==> config.mk <==
export PLATFORM = sky130hd
export DESIGN_NAME = stps_slot_cell
export DESIGN_NICKNAME = d
export VERILOG_FILES = /design/src/hdl/stps_slot_cell.sv
export SDC_FILE = /design/constraint.sdc
export NUM_CORES = 1
export LEC_CHECK = 0
export BUFFER_PORTS_ARGS = -buffer_cell sky130_fd_sc_hd__clkbuf_2
export CAP_MARGIN = 0
export CORE_UTILIZATION = 44
export CTS_CLUSTER_DIAMETER = 150
export CTS_CLUSTER_SIZE = 8
export DETAILED_ROUTE_END_ITERATION = 8
export PLACE_DENSITY = 0.87
export SETUP_SLACK_MARGIN = 0.1
export SYNTH_ARGS = -nofsm -noshare
export SYNTH_HDL_FRONTEND = slang
export SYNTH_SLANG_ARGS = --single-unit
==> constraint.sdc <==
create_clock -name clock -period 1.9 [get_ports clock]
set_input_delay 0.38 -clock clock [delete_from_list [all_inputs] [get_ports clock]]
set_output_delay 0.38 -clock clock [all_outputs]
set_load 0.01 [all_outputs]
==> src/hdl/stps_slot_cell.sv <==
// ---------------------------------------------------------------------------
// Spike slot cell
// Holds one playing spike; shifts to its neighbor or takes a new spike.
// ---------------------------------------------------------------------------
module stps_slot_cell #(
   parameter int PW = 6
) (
   input  logic          clock,
   input  logic          reset,
   input  logic          clear,
   input  logic          shift,
   input  logic          load,
   input  logic          sh_active,
   input  logic [PW-1:0] sh_pos,
   input  logic [15:0]   sh_amp,
   input  logic [15:0]   ld_amp,
   output logic          q_active,
   output logic [PW-1:0] q_pos,
   output logic [15:0]   q_amp
);

   logic          active_ff, active_in;
   logic [PW-1:0] pos_ff, pos_in;
   logic [15:0]   amp_ff, amp_in;

   always_comb begin
      active_in = active_ff;
      pos_in    = pos_ff;
      amp_in    = amp_ff;
      if (clear) begin
         active_in = 1'b0;
         pos_in    = '0;
         amp_in    = '0;
      end else if (shift) begin
         active_in = sh_active;
         pos_in    = sh_pos;
         amp_in    = sh_amp;
      end else if (load) begin
         active_in = 1'b1;
         pos_in    = '0;
         amp_in    = ld_amp;
      end
   end

   always_ff @(posedge clock) begin
      if (reset) begin
         active_ff <= 1'b0;
      end else begin
         active_ff <= active_in;
      end
      pos_ff <= pos_in;
      amp_ff <= amp_in;
   end

   assign q_active = active_ff;
   assign q_pos    = pos_ff;
   assign q_amp    = amp_ff;

endmodule

==> impl_metrics.yaml <==
cts:
  cts_sinks: 23
  htree_levels: 1
  path_clk_slew_ns: 0.12
  insertion_delay_ns: 0.30
  cts_hold_buf: 0
  cts_setup_buffers: 0
  cts-root-buf: "clkbuf_4"
  cts.repair.resized: 0
  ctsLongestPathBuffers: 2
  cts_buffers: 3
  cts_tree: "yes"
status:
  status: "complete, no violations"
placement:
  gp_congestion: 0.631
  dpl.hpwl_mm: 1.79
  place_area_um2: 1360
  port_buffers: 66
pwr:
  total_power_uw: 937
  p_per_area_nw_per_um2: 675
  ir_drop_v: 0.000481
  cellLeakagePower_nw: 0.687
global_route:
  grt_pass1_vias: 996
  grtUsageTotal_pct: 20.3
  grt_pass1_wl_mm: 4.00
  antenna_found_initial: 0
  grt-ovfl-total: 0
  grt_max_degree: 24
worst_setup_path:
  path_delay_family: "flip-flops"
  worstSetupPathType: "reg2out"
  crit_cells: 1
  crit_path_cell_trace: "clkbuf_2"
  r2r_slack_ns: 0.95
  cp.buffers_inverters: 1
  cp.required_ns: 1.52
  rr_worst_depth: 2
  regToRegStartpoint: "q_pos[2]$_SDFFE_PP0P_"
  reg2reg_to: "q_pos[2]$_SDFFE_PP0P_"
  endpoint_kind: "primary output"
  slowest_stage: "dfxtp_1"
  arrival_ns: 0.82
  slowest_delay_ns: 0.37
  cp_max_fo: 2
  worstSetupStartpointType: "flop"
timing:
  period_needed_ns: 1.20
  finClkSkew_ns: 0
  tns_ns: 0
  drv_slew: 0
  max_clock_freq_mhz: 835
  rsz0062_at_grt: "no"
  relSlewSlack_pct: 58.6
  setup_viol: 0
  hold_violations: 0
  tightest_slew_ns: 0.621
  fin_crit_sh_pct: 63.0
finish:
  drive_above_1_share_pct: 45.7
  area_delta_synth_final_pct: 33.3
  fin_area_um2: 1390
  multi_input_area_um2: 520
  register_area_um2: 460
  nets: 209
  antenna_cells: 0
  num-fill-cells: 197
yosys:
  yosysMostFrequentCell: "dfxtp_1"
  synth_area_leader_cell: "dfxtp_1"
  syn_area_per_cell_um2: 10.3
  syn-num-nets: 145
  synth_area_um2: 1040
  synth_area_leaders: "dfxtp_1, mux2i_1, nor2b_1"
  synthTopCellsByCount: "dfxtp_1, mux2i_1, nor2b_1"
  async_reset_ff_share_pct: 0
  yosysTopAreaCellShare_pct: 44.2
  synthDistinctLibCells: 15
  netlist_instances: 101
  synth.ff_latch_count: 23
  seq_area_frac_synth_pct: 44.2
  ys_warn_count: 0
  synth-main-ff-cell: "dfxtp_1"
  synth_edf_count: 0
worst_hold_path:
  hp-start: "reset"
  min_to: "q_active$_SDFFE_PP0P_"
  hold_depth: 2
  hold_class: "in2reg"
drt:
  drt_iter0_markers: 4
  avgViaCountPerCell: 5.05
  dr.pass1.iters: 3
  wire_per_inst_um: 12.6
  post-route-drc-count: 0
  drt_wl_total_mm: 2.42
  ant_nets: 0
  via_count: 970
die:
  io_pins: 67
  die_w_um: 50.7
  fp-row-count: 17
  core-area_um2: 2210
  die_y_um: 50.7
  start_util_pct: 47.1
  die-area_um2: 2570
flow_run:
  maxCapViolations: 0
flip-flops by register name, summed over array words and instances, names as in the netlist:
register	count
q_amp	16
q_active	1
q_pos	6
routing by layer:
layer | vias up | GRT usage, % | share of wire [%]
met3 | 4 | 3.33 | 6.2
met2 | 37 | 38.7 | 50
li1 | 487 | - | -
met4 | 0 | 7.41 | 1.3
met5 | - | 0 | 0
met1 | 442 | 22.0 | 42
per-stage QoR:
stage                     utilization [%]  setup slack [ns]  std cells  hold WS (ns)
after global routing                 62.8             0.658        192         0.221
after global placement               61.5             0.469        188         0.541
after CTS                            62.8             0.693        192         0.218
after floorplan                         -             0.866        101         0.449
after detailed placement             61.5             0.401        188         0.542
final                                62.8             0.703        192         0.232
cells by family after synthesis:
| kind of cell | count (synthesis) | share of synthesized area (%) |
|---|---|---|
| flip-flops | 23 | 44.2 |
| buffers and inverters | 10 | 5.88 |
| multiplexers | 16 | 15.4 |
| AND/OR/NAND/NOR | 29 | 17.3 |
| AO/OA/AOI/OAI | 23 | 17.3 |
area by class of cell:
| class | instances | area share [%] |
|---|---|---|
| clock buffers | 3 | 1.62 |
| clock inverters | 1 | 0.360 |
| inverters | 2 | 0.541 |
| multi-input cells | 68 | 37.5 |
| flip-flops and latches | 23 | 33.2 |
| well taps | 28 | 2.52 |
| repair buffers | 67 | 24.3 |
how the worst max path moves through the flow:
stage | from | end | slack, ns
after detailed placement | load | q_pos[2]$_SDFFE_PP0P_ | 0.40
after CTS | q_amp[5]$_SDFFE_PP0P_ | q_amp[5] | 0.69
after global placement | load | q_pos[3]$_SDFFE_PP0P_ | 0.47
final | q_amp[5]$_SDFFE_PP0P_ | q_amp[5] | 0.70
after global routing | q_active$_SDFFE_PP0P_ | q_active | 0.66
after floorplan | shift | q_pos[3]$_SDFFE_PP0P_ | 0.87
power by group:
group | internal, mW | switching (mW) | leakage, nW | total, mW
Combinational | 0.0967 | 0.0954 | 0.478 | 0.192
Clock | 0.0783 | 0.135 | 0.0177 | 0.213
Sequential | 0.515 | 0.0172 | 0.191 | 0.533
layout by cell type (no fill, tap or decap):
cell | synthesis | layout
a211oi_1 | 13 | 13
nand2_1 | 6 | 6
nor2b_1 | 16 | 16
clkinv_2 | 0 | 1
nor3_1 | 1 | 1
clkbuf_2 | 0 | 66
a211oi_2 | 3 | 3
a2111oi_2 | 1 | 1
mux2i_1 | 16 | 16
clkbuf_4 | 0 | 3
inv_1 | 2 | 2
or3b_1 | 6 | 6
buf_4 | 0 | 1
a21oi_1 | 6 | 6
dfxtp_1 | 23 | 23
(Power assumes the default switching activity.)
